$ cat src/rtl/core/mme_pkg.sv
// Shared types, codes and microcode table of the matrix multiply engine.
`default_nettype none
package mme_pkg;

  // Fixed field widths.
  localparam int CMD_W       = 2;
  localparam int IDX_W       = 3;
  localparam int DIM_REG_W   = 4;
  localparam int SUM_W       = 36;
  localparam int CFG_IDX_W   = 2;
  localparam int OUT_DATA_W  = 48;
  localparam int OUT_PAD_W   = OUT_DATA_W - 2 * IDX_W - SUM_W;

  // Commands carried in the input tuser.
  localparam logic [CMD_W-1:0] CMD_WRITE_A = 2'd0;
  localparam logic [CMD_W-1:0] CMD_WRITE_B = 2'd1;
  localparam logic [CMD_W-1:0] CMD_COMPUTE = 2'd2;

  // Configuration register indexes.
  localparam logic [CFG_IDX_W-1:0] CFG_ROWS_A    = 2'd0;
  localparam logic [CFG_IDX_W-1:0] CFG_INNER_DIM = 2'd1;
  localparam logic [CFG_IDX_W-1:0] CFG_COLS_B    = 2'd2;

  // Microprogram steps.
  localparam int STEP_W = 3;
  localparam logic [STEP_W-1:0] STEP_IDLE = 3'd0;
  localparam logic [STEP_W-1:0] STEP_INIT = 3'd1;
  localparam logic [STEP_W-1:0] STEP_READ = 3'd2;
  localparam logic [STEP_W-1:0] STEP_MUL  = 3'd3;
  localparam logic [STEP_W-1:0] STEP_ACC  = 3'd4;
  localparam logic [STEP_W-1:0] STEP_EMIT = 3'd5;
  localparam logic [STEP_W-1:0] STEP_NEXT = 3'd6;
  localparam logic [STEP_W-1:0] STEP_DONE = 3'd7;

  // Jump conditions.
  localparam int COND_W = 3;
  localparam logic [COND_W-1:0] COND_NONE      = 3'd0;
  localparam logic [COND_W-1:0] COND_ALWAYS    = 3'd1;
  localparam logic [COND_W-1:0] COND_NOT_START = 3'd2;
  localparam logic [COND_W-1:0] COND_N_ZERO    = 3'd3;
  localparam logic [COND_W-1:0] COND_P_MORE    = 3'd4;
  localparam logic [COND_W-1:0] COND_OUT_BUSY  = 3'd5;
  localparam logic [COND_W-1:0] COND_NOT_LAST  = 3'd6;

  // Datapath controls driven by one microcode word.
  typedef struct packed {
    logic in_ready;
    logic clr_acc;
    logic rd_en;
    logic mul_en;
    logic acc_en;
    logic emit;
    logic adv;
  } ctrl_t;

  // Datapath status used for jumps.
  typedef struct packed {
    logic start;
    logic n_zero;
    logic p_more;
    logic out_busy;
    logic not_last;
  } status_t;

  typedef struct packed {
    ctrl_t              ctrl;
    logic [COND_W-1:0]  cond;
    logic [STEP_W-1:0]  target;
  } ucode_t;

  // Control store: a jump goes to target, otherwise fall through to the next step.
  function automatic ucode_t ucode_rom(input logic [STEP_W-1:0] step);
    ucode_t w;
    w = '0;
    unique case (step)
      STEP_IDLE: begin
        w.ctrl.in_ready = 1'b1;
        w.cond          = COND_NOT_START;
        w.target        = STEP_IDLE;
      end
      STEP_INIT: begin
        w.ctrl.clr_acc = 1'b1;
        w.cond         = COND_N_ZERO;
        w.target       = STEP_EMIT;
      end
      STEP_READ: begin
        w.ctrl.rd_en = 1'b1;
        w.cond       = COND_NONE;
      end
      STEP_MUL: begin
        w.ctrl.mul_en = 1'b1;
        w.cond        = COND_NONE;
      end
      STEP_ACC: begin
        w.ctrl.acc_en = 1'b1;
        w.cond        = COND_P_MORE;
        w.target      = STEP_READ;
      end
      STEP_EMIT: begin
        w.ctrl.emit = 1'b1;
        w.cond      = COND_OUT_BUSY;
        w.target    = STEP_EMIT;
      end
      STEP_NEXT: begin
        w.ctrl.adv = 1'b1;
        w.cond     = COND_NOT_LAST;
        w.target   = STEP_INIT;
      end
      STEP_DONE: begin
        w.cond   = COND_ALWAYS;
        w.target = STEP_IDLE;
      end
      default: begin
        w.cond   = COND_ALWAYS;
        w.target = STEP_IDLE;
      end
    endcase
    return w;
  endfunction

endpackage
`default_nettype wire

$ cat src/rtl/core/mme_ram.sv
// Generic single-write, single-read RAM with registered read data.
`default_nettype none
module mme_ram #(
  parameter int WIDTH = 16,
  parameter int DEPTH = 64,
  localparam int ADDR_W = $clog2(DEPTH)
) (
  input  logic              clk,
  input  logic              we,
  input  logic [ADDR_W-1:0] waddr,
  input  logic [WIDTH-1:0]  wdata,
  input  logic              re,
  input  logic [ADDR_W-1:0] raddr,
  output logic [WIDTH-1:0]  rdata
);

  logic [WIDTH-1:0] mem [DEPTH];

  always_ff @(posedge clk) begin
    if (we) begin
      mem[waddr] <= wdata;
    end
    if (re) begin
      rdata <= mem[raddr];
    end
  end

endmodule
`default_nettype wire

$ cat src/rtl/core/mme_sequencer.sv
// Microcode sequencer: step counter, control store and jump logic.
`default_nettype none
module mme_sequencer (
  input  logic            clk,
  input  logic            rst,
  input  mme_pkg::status_t status,
  output mme_pkg::ctrl_t   ctrl
);
  import mme_pkg::*;

  logic [STEP_W-1:0] step;
  logic [STEP_W-1:0] step_next;
  ucode_t            word;
  logic              jump;

  assign word = ucode_rom(step);
  assign ctrl = word.ctrl;

  always_comb begin
    unique case (word.cond)
      COND_NONE:      jump = 1'b0;
      COND_ALWAYS:    jump = 1'b1;
      COND_NOT_START: jump = ~status.start;
      COND_N_ZERO:    jump = status.n_zero;
      COND_P_MORE:    jump = status.p_more;
      COND_OUT_BUSY:  jump = status.out_busy;
      COND_NOT_LAST:  jump = status.not_last;
      default:        jump = 1'b1;
    endcase
    step_next = jump ? word.target : step + STEP_W'(1);
  end

  always_ff @(posedge clk) begin
    if (rst) begin
      step <= STEP_IDLE;
    end else begin
      step <= step_next;
    end
  end

endmodule
`default_nettype wire

$ cat src/rtl/core/mme_datapath.sv
// Datapath: element stores, index counters, multiplier, accumulator, result register.
`default_nettype none
module mme_datapath #(
  parameter int MAX_DIM    = 8,
  parameter int ELEM_WIDTH = 16,
  localparam int DIMV_W = ($clog2(MAX_DIM + 1) > mme_pkg::DIM_REG_W) ?
                          $clog2(MAX_DIM + 1) : mme_pkg::DIM_REG_W
) (
  input  logic                          clk,
  input  logic                          rst,
  input  mme_pkg::ctrl_t                ctrl,
  output mme_pkg::status_t              status,
  input  logic                          in_fire,
  input  logic [mme_pkg::CMD_W-1:0]     cmd,
  input  logic [mme_pkg::IDX_W-1:0]     row,
  input  logic [mme_pkg::IDX_W-1:0]     col,
  input  logic [ELEM_WIDTH-1:0]         value,
  input  logic [DIMV_W-1:0]             m_dim,
  input  logic [DIMV_W-1:0]             n_dim,
  input  logic [DIMV_W-1:0]             k_dim,
  input  logic                          out_ready,
  output logic                          out_valid,
  output logic [mme_pkg::IDX_W-1:0]     out_row,
  output logic [mme_pkg::IDX_W-1:0]     out_col,
  output logic [mme_pkg::SUM_W-1:0]     out_value,
  output logic                          out_last
);
  import mme_pkg::*;

  localparam int DEPTH  = MAX_DIM * MAX_DIM;
  localparam int ADDR_W = $clog2(DEPTH);
  localparam int CNT_W  = $clog2(MAX_DIM);
  localparam int PROD_W = 2 * ELEM_WIDTH;
  localparam int EXT_W  = (PROD_W > SUM_W) ? PROD_W : SUM_W;

  logic [CNT_W-1:0]       i_cnt;
  logic [CNT_W-1:0]       j_cnt;
  logic [CNT_W-1:0]       p_cnt;
  logic [DIMV_W-1:0]      i_ext;
  logic [DIMV_W-1:0]      j_ext;
  logic [DIMV_W-1:0]      p_ext;
  logic                   last_i;
  logic                   last_j;
  logic                   wr_ok;
  logic                   we_a;
  logic                   we_b;
  logic [ADDR_W-1:0]      waddr;
  logic [ADDR_W-1:0]      raddr_a;
  logic [ADDR_W-1:0]      raddr_b;
  logic [ELEM_WIDTH-1:0]  rdata_a;
  logic [ELEM_WIDTH-1:0]  rdata_b;
  logic signed [PROD_W-1:0] prod;
  logic signed [EXT_W-1:0]  prod_ext;
  logic [SUM_W-1:0]       acc;
  logic                   emit_fire;

  assign i_ext  = DIMV_W'(i_cnt);
  assign j_ext  = DIMV_W'(j_cnt);
  assign p_ext  = DIMV_W'(p_cnt);
  assign last_i = (i_ext == m_dim - DIMV_W'(1));
  assign last_j = (j_ext == k_dim - DIMV_W'(1));

  // Writes outside the store are dropped; inside the store they land whatever the dims.
  assign wr_ok = (DIMV_W'(row) < DIMV_W'(MAX_DIM)) && (DIMV_W'(col) < DIMV_W'(MAX_DIM));
  assign we_a  = in_fire && (cmd == CMD_WRITE_A) && wr_ok;
  assign we_b  = in_fire && (cmd == CMD_WRITE_B) && wr_ok;
  assign waddr = ADDR_W'(32'(row) * 32'(MAX_DIM) + 32'(col));

  assign raddr_a = ADDR_W'(32'(i_cnt) * 32'(MAX_DIM) + 32'(p_cnt));
  assign raddr_b = ADDR_W'(32'(p_cnt) * 32'(MAX_DIM) + 32'(j_cnt));

  assign status.start    = in_fire && (cmd == CMD_COMPUTE) &&
                           (m_dim != '0) && (k_dim != '0);
  assign status.n_zero   = (n_dim == '0);
  assign status.p_more   = ((p_ext + DIMV_W'(1)) < n_dim);
  assign status.out_busy = out_valid && !out_ready;
  assign status.not_last = !(last_i && last_j);

  assign emit_fire = ctrl.emit && !status.out_busy;
  assign prod_ext  = EXT_W'(prod);

  mme_ram #(.WIDTH(ELEM_WIDTH), .DEPTH(DEPTH)) u_ram_a (
    .clk   (clk),
    .we    (we_a),
    .waddr (waddr),
    .wdata (value),
    .re    (ctrl.rd_en),
    .raddr (raddr_a),
    .rdata (rdata_a)
  );

  mme_ram #(.WIDTH(ELEM_WIDTH), .DEPTH(DEPTH)) u_ram_b (
    .clk   (clk),
    .we    (we_b),
    .waddr (waddr),
    .wdata (value),
    .re    (ctrl.rd_en),
    .raddr (raddr_b),
    .rdata (rdata_b)
  );

  // Index counters walk C in row-major order.
  always_ff @(posedge clk) begin
    if (status.start) begin
      i_cnt <= '0;
      j_cnt <= '0;
    end else if (ctrl.adv) begin
      if (last_j) begin
        j_cnt <= '0;
        i_cnt <= i_cnt + CNT_W'(1);
      end else begin
        j_cnt <= j_cnt + CNT_W'(1);
      end
    end
  end

  always_ff @(posedge clk) begin
    if (ctrl.mul_en) begin
      prod <= $signed(rdata_a) * $signed(rdata_b);
    end
    if (ctrl.clr_acc) begin
      acc   <= '0;
      p_cnt <= '0;
    end else if (ctrl.acc_en) begin
      acc   <= acc + prod_ext[SUM_W-1:0];
      p_cnt <= p_cnt + CNT_W'(1);
    end
  end

  // Result register: hold until taken, refill in the same cycle it drains.
  always_ff @(posedge clk) begin
    if (rst) begin
      out_valid <= 1'b0;
    end else if (emit_fire) begin
      out_valid <= 1'b1;
    end else if (out_ready) begin
      out_valid <= 1'b0;
    end
  end

  always_ff @(posedge clk) begin
    if (emit_fire) begin
      out_row   <= i_ext[IDX_W-1:0];
      out_col   <= j_ext[IDX_W-1:0];
      out_value <= acc;
      out_last  <= last_i && last_j;
    end
  end

endmodule
`default_nettype wire

$ cat src/rtl/core/matrix_multiply_engine.sv
// Top level of the matrix multiply engine: ports, configuration registers, core wiring.
`default_nettype none
// Matrix multiply engine, C = A x B on signed fixed-point elements (Q1.15 at the
// default width) with exact Q6.30 sums, wrapping modulo 2^36 only if the
// parameters are raised far enough to overflow. Each request on the slave
// stream carries a command in s_tuser: write one element of A, write one element
// of B, or compute. A new request is taken every cycle while the engine is
// idle; a write whose row or column is MAX_DIM or more is dropped, and command 3
// is dropped. A compute request streams every element of C in row-major order
// on the master stream, with m_tlast on the final one; a rows_a or cols_b of
// zero yields no result, an inner_dim of zero yields zeros. Dimension registers
// above MAX_DIM act as MAX_DIM. Configuration is to be written only while the
// engine is idle; the user must keep to this, as the engine does not enforce it.
// A compute request holds s_tready low for the whole run plus any output stall,
// paced by the single shared multiplier-accumulator, which the microcode
// sequencer steps through read, multiply and accumulate steps per product behind
// the registered read of the two element RAMs. Results wait in an output register,
// so the engine returns to idle and takes new requests before the last one is
// taken. Elements never written read back as undefined.
module matrix_multiply_engine #(
  parameter int MAX_DIM    = 8,
  parameter int ELEM_WIDTH = 16,
  localparam int IN_DATA_W = ((2 * mme_pkg::IDX_W + ELEM_WIDTH + 7) / 8) * 8
) (
  input  logic                            clk,
  input  logic                            rst,
  // Slave stream: load or compute requests.
  input  logic                            s_tvalid,
  output logic                            s_tready,
  // s_tdata from bit 0: row_index[3], col_index[3], element_value[ELEM_WIDTH], zero pad
  input  logic [IN_DATA_W-1:0]            s_tdata,
  // s_tuser: command[2]
  input  logic [mme_pkg::CMD_W-1:0]       s_tuser,
  // Master stream: C elements.
  output logic                            m_tvalid,
  input  logic                            m_tready,
  // m_tdata from bit 0: out_row[3], out_col[3], product_value[36], zero pad
  output logic [mme_pkg::OUT_DATA_W-1:0]  m_tdata,
  // m_tlast: last_flag
  output logic                            m_tlast,
  // Configuration write port.
  input  logic                            cfg_we,
  input  logic [mme_pkg::CFG_IDX_W-1:0]   cfg_index,
  input  logic [mme_pkg::DIM_REG_W-1:0]   cfg_data
);
  import mme_pkg::*;

  localparam int DIMV_W = ($clog2(MAX_DIM + 1) > DIM_REG_W) ? $clog2(MAX_DIM + 1) : DIM_REG_W;

  logic [DIM_REG_W-1:0] rows_a;
  logic [DIM_REG_W-1:0] inner_dim;
  logic [DIM_REG_W-1:0] cols_b;
  logic [DIMV_W-1:0]    m_dim;
  logic [DIMV_W-1:0]    n_dim;
  logic [DIMV_W-1:0]    k_dim;
  ctrl_t                ctrl;
  status_t              status;
  logic                 in_fire;
  logic [IDX_W-1:0]     out_row;
  logic [IDX_W-1:0]     out_col;
  logic [SUM_W-1:0]     out_value;

  // Configuration registers; writes past the list are dropped.
  always_ff @(posedge clk) begin
    if (rst) begin
      rows_a    <= DIM_REG_W'(8);
      inner_dim <= DIM_REG_W'(8);
      cols_b    <= DIM_REG_W'(8);
    end else if (cfg_we) begin
      unique case (cfg_index)
        CFG_ROWS_A:    rows_a    <= cfg_data;
        CFG_INNER_DIM: inner_dim <= cfg_data;
        CFG_COLS_B:    cols_b    <= cfg_data;
        default: begin
        end
      endcase
    end
  end

  // Clamp each dimension to the store size.
  always_comb begin
    m_dim = (DIMV_W'(rows_a) > DIMV_W'(MAX_DIM)) ? DIMV_W'(MAX_DIM) : DIMV_W'(rows_a);
    n_dim = (DIMV_W'(inner_dim) > DIMV_W'(MAX_DIM)) ? DIMV_W'(MAX_DIM) : DIMV_W'(inner_dim);
    k_dim = (DIMV_W'(cols_b) > DIMV_W'(MAX_DIM)) ? DIMV_W'(MAX_DIM) : DIMV_W'(cols_b);
  end

  // Requests are taken only in the idle step of the microprogram.
  assign s_tready = ctrl.in_ready;
  assign in_fire  = s_tvalid && s_tready;

  mme_sequencer u_sequencer (
    .clk    (clk),
    .rst    (rst),
    .status (status),
    .ctrl   (ctrl)
  );

  mme_datapath #(.MAX_DIM(MAX_DIM), .ELEM_WIDTH(ELEM_WIDTH)) u_datapath (
    .clk       (clk),
    .rst       (rst),
    .ctrl      (ctrl),
    .status    (status),
    .in_fire   (in_fire),
    .cmd       (s_tuser),
    .row       (s_tdata[IDX_W-1:0]),
    .col       (s_tdata[2*IDX_W-1:IDX_W]),
    .value     (s_tdata[2*IDX_W+ELEM_WIDTH-1:2*IDX_W]),
    .m_dim     (m_dim),
    .n_dim     (n_dim),
    .k_dim     (k_dim),
    .out_ready (m_tready),
    .out_valid (m_tvalid),
    .out_row   (out_row),
    .out_col   (out_col),
    .out_value (out_value),
    .out_last  (m_tlast)
  );

  // Pack the result; pad bits stay zero.
  assign m_tdata = {{OUT_PAD_W{1'b0}}, out_value, out_col, out_row};

endmodule
`default_nettype wire

$ cat config.mk
export PLATFORM = sky130hd
export DESIGN_NAME = matrix_multiply_engine
export DESIGN_NICKNAME = d
export VERILOG_FILES = /design/src/rtl/core/mme_pkg.sv /design/src/rtl/core/mme_ram.sv /design/src/rtl/core/mme_sequencer.sv /design/src/rtl/core/mme_datapath.sv /design/src/rtl/core/matrix_multiply_engine.sv
export SDC_FILE = /design/constraint.sdc
export NUM_CORES = 2
export LEC_CHECK = 0
export ABC_AREA = 1
export ABC_CLOCK_PERIOD_IN_PS = 17400
export BUFFER_PORTS_ARGS = -buffer_cell sky130_fd_sc_hd__clkbuf_2
export CAP_MARGIN = 20
export CORE_UTILIZATION = 50
export CTS_CLUSTER_SIZE = 16
export DETAILED_ROUTE_END_ITERATION = 8
export HOLD_SLACK_MARGIN = 0.1
export PLACE_DENSITY = 0.68
export SLEW_MARGIN = 40
export SYNTH_ARGS = -nofsm -noshare
export SYNTH_HDL_FRONTEND = slang
export SYNTH_HIERARCHICAL = 1
export SYNTH_SLANG_ARGS = --single-unit
$ cat constraint.sdc
create_clock -name clk -period 17.4 [get_ports clk]
set_clock_uncertainty 0.1 [all_clocks]
set_input_delay 0 -clock clk [delete_from_list [all_inputs] [get_ports clk]]
set_output_delay 0 -clock clk [all_outputs]
set_load 0.03 [all_outputs]
==> impl_metrics.env <==
export IMPL_crit_path_start_kind="flip-flop"
export IMPL_cts_resized=0
export IMPL_min_path_type="in2reg"
export IMPL_synth_edf_count=2155
export IMPL_drtAntennaViolNets=0
export IMPL_yosysTopAreaCell="edfxtp_1"
export IMPL_min_period_ps=6750
export IMPL_crit_fanout=16
export IMPL_overflow=0
export IMPL_die_h_um=455
export IMPL_synth_mux_area_share_pct=0
export IMPL_clock_latency_ps=910
export IMPL_synth_top_family_by_area="simple AND/OR/NAND/NOR gates"
export IMPL_dp_hpwl_um=152000
export IMPL_synth_compound_area_share_pct=1.05
export IMPL_grt_pass1_wl_um=399000
export IMPL_grt_start_max_net_pins=186
export IMPL_yosysMostFrequentCell="nand2_1"
export IMPL_finalNetCount=9825
export IMPL_finalCritPeriodShare_pct=38.8
export IMPL_slowest_stage="fa_1"
export IMPL_hold_viol=0
export IMPL_syn_area_per_cell_sq_um=11.0
export IMPL_ys_top_cells_by_area="edfxtp_1 (63%), nand2_1 (11%), nand3_1 (8.8%)"
export IMPL_viasPerCell=5.64
export IMPL_path_cells="nand2_1, inv_1, fa_1, fa_1, fa_1, fa_1, fa_1, inv_1, fa_1, inv_1, ha_1, a21oi_1, o21ai_0, a21oi_1, nand3_1, a21oi_1, xnor2_1"
export IMPL_hold_ws_ps=115
export IMPL_status="completed"
export IMPL_portBuffers=79
export IMPL_htreeDepth=4
export IMPL_routed_wl_um=264000
export IMPL_hold_buffers=74
export IMPL_synth_xor_area_share_pct=0.512
export IMPL_cts_made_buffers=215
export IMPL_tns_ps=0
export IMPL_ioPinCount=88
export IMPL_grtUsageTotal_pct=25.4
export IMPL_rsz0062_at_grt="no"
export IMPL_path_class="reg2reg"
export IMPL_reg2reg_depth=17
export IMPL_synthDistinctLibCells=51
export IMPL_antenna_found_initial=4
export IMPL_clk_pin_slew_ps=70
export IMPL_r2r_slack_ps=10650
export IMPL_layout_drive_gt1_share_pct=7.17
export IMPL_cts_root_buf="clkbuf_16"
export IMPL_cp_data_required_time_ps=17920
export IMPL_synthTopCellsByCount="nand2_1 (3115), edfxtp_1 (2155), nand3_1 (1809)"
export IMPL_worstReg2RegEnd="u_datapath/prod[27]"
export IMPL_initial_utilization_pct=50.5
export IMPL_wire_per_inst_um=21.6
export IMPL_synthFlopType="edfxtp_1"
export IMPL_tightest_slew_ps=896
export IMPL_yosys_area_share_simple_pct=22.1
export IMPL_place_congestion=0.919
export IMPL_rr_startpoint="u_datapath/u_ram_b/rdata[1]"
export IMPL_cp_common_cell="fa_1"
export IMPL_finalMaxSlewViolations=0
export IMPL_design_core_area_sq_um=203000
export IMPL_rows=165
export IMPL_postCtsSetupBuffers=0
export IMPL_synth_fa_ha_area_share_pct=6.75
export IMPL_max_stage_delay_ps=900
export IMPL_clock_fmax_ghz=0.148
export IMPL_netlist_instances=9361
export IMPL_vias=69000
export IMPL_hp_start="s_tdata[18]"
export IMPL_max_slew_margin_pct=40.1
export IMPL_cp_top_family="adder cells"
export IMPL_critPathBufInv=3
export IMPL_drc=0
export IMPL_die_area_sq_um=207000
export IMPL_synth_top_cell_area_share_pct=63.0
export IMPL_dr_pass1_iters=8
export IMPL_critPathArrivalTime_ps=7270
export IMPL_synth_seq_cells=2216
export IMPL_setup_viol=0
export IMPL_numClockSinks=2216
export IMPL_synthArstFlopShare_pct=0
export IMPL_syn_to_final_growth_pct=10.3
export IMPL_whs_endpoint="u_datapath/u_ram_a/mem[4][12]"
export IMPL_ys_seq_area_share_pct=64.2
export IMPL_die_w_um=455
export IMPL_worst_setup_path_end_kind="flip-flop"
export IMPL_hold_depth=2
export IMPL_ys_warnings_count=6
export IMPL_grt_pass1_vias=67300
export IMPL_netlist_area_sq_um=103000
export IMPL_cts_tree="built"
export IMPL_max_cap_violations=0
export IMPL_drt_iter0_drc=7818
export IMPL_cts_buffer_depth=3
[flip-flops by register name, indices dropped and copies added (netlist names), 16 cells and up]
register and cells:
u_datapath/u_ram_a/mem 1024, u_datapath/u_ram_b/mem 1024, u_datapath/acc 36, u_datapath/out_value 36, u_datapath/prod 32, u_datapath/u_ram_a/rdata 16
u_datapath/u_ram_b/rdata 16
[placed cells by master (no fill, tap or decap), types with 6 or more instances in the layout]
cell,n
a21oi_1,81
buf_4,168
buf_6,23
o21bai_1,11
ha_1,133
clkbuf_2,63
clkinv_2,44
conb_1,6
buf_12,13
clkbuf_1,42
dfxtp_4,6
edfxtp_1,2155
fa_1,263
diode_2,7
clkbuf_16,215
inv_1,604
nor2_4,25
nor4_2,16
nor2_2,12
nor2_1,292
xnor2_1,22
clkinv_16,12
nand4_1,35
xor2_1,38
dlygate4sd3_1,67
nor3_1,14
o21ai_1,8
o21ai_0,57
clkinv_1,46
a21oi_2,9
bufinv_16,26
nand2_2,10
nand3_1,1809
dfxtp_1,54
nand2_1,3115
[cell type report]
type | count | area (sq um)
clock inverters | 136 | 1650
flip-flops and latches | 2216 | 66000
repair buffers | 340 | 2880
clock buffers | 257 | 5540
multi-input cells | 6002 | 31500
well taps | 2672 | 3340
diodes | 7 | 17.5
inverters | 617 | 2370
fillers | 16600 | 89900
[stage by stage]
step	worst slack, ps	cell area (sq um)	util, %	instances
global route	10360	113000	55.7	12200
floorplan	11670	103000	-	9366
global placement	10780	105000	51.6	11800
finish	10650	113000	55.7	12200
detailed placement	10690	105000	51.8	11800
CTS	10730	113000	55.7	12200
[worst reg2reg max path, cell delays in order (launching register included)]
cell,delay (ps)
edfxtp_1,840
nand2_1,220
inv_1,160
fa_1,540
fa_1,900
fa_1,530
fa_1,510
fa_1,490
inv_1,50
fa_1,470
inv_1,40
ha_1,350
a21oi_1,350
o21ai_0,190
a21oi_1,160
nand3_1,250
a21oi_1,270
xnor2_1,90
[worst max-delay path by stage]
stage | end | cells past startpoint | from
6_report | u_datapath/prod[27] | 17 | u_datapath/u_ram_b/rdata[1]
5_1_grt | u_datapath/prod[27] | 17 | u_datapath/u_ram_b/rdata[1]
3_3_place_gp | u_datapath/prod[31] | 18 | u_datapath/u_ram_b/rdata[1]
3_5_place_dp | u_datapath/prod[27] | 17 | u_datapath/u_ram_b/rdata[1]
4_1_cts | u_datapath/prod[27] | 17 | u_datapath/u_ram_b/rdata[1]
2_1_floorplan | u_datapath/prod[29] | 23 | u_datapath/u_ram_a/rdata[5]
[routing by layer]
| layer | global-route usage, % | part of all wire (%) | vias up |
|---|---|---|---|
| met1 | 33.9 | 40 | 33700 |
| met5 | 0 | 0 | - |
| met2 | 41.9 | 48 | 3083 |
| li1 | - | - | 31800 |
| met4 | 10.1 | 3.8 | 0 |
| met3 | 3.92 | 8.2 | 494 |
[kinds of logic after synthesis]
family / count (synthesis)
flops: 2216
xor+xnor: 60
simple gates: 5351
other cells: 1
fa+ha+maj: 396
compound gates: 189
buf+inv: 1148
Power is left out: the tool's default activity adds up to more than one toggle a clock period on the data nets, which glitch-free logic cannot reach.
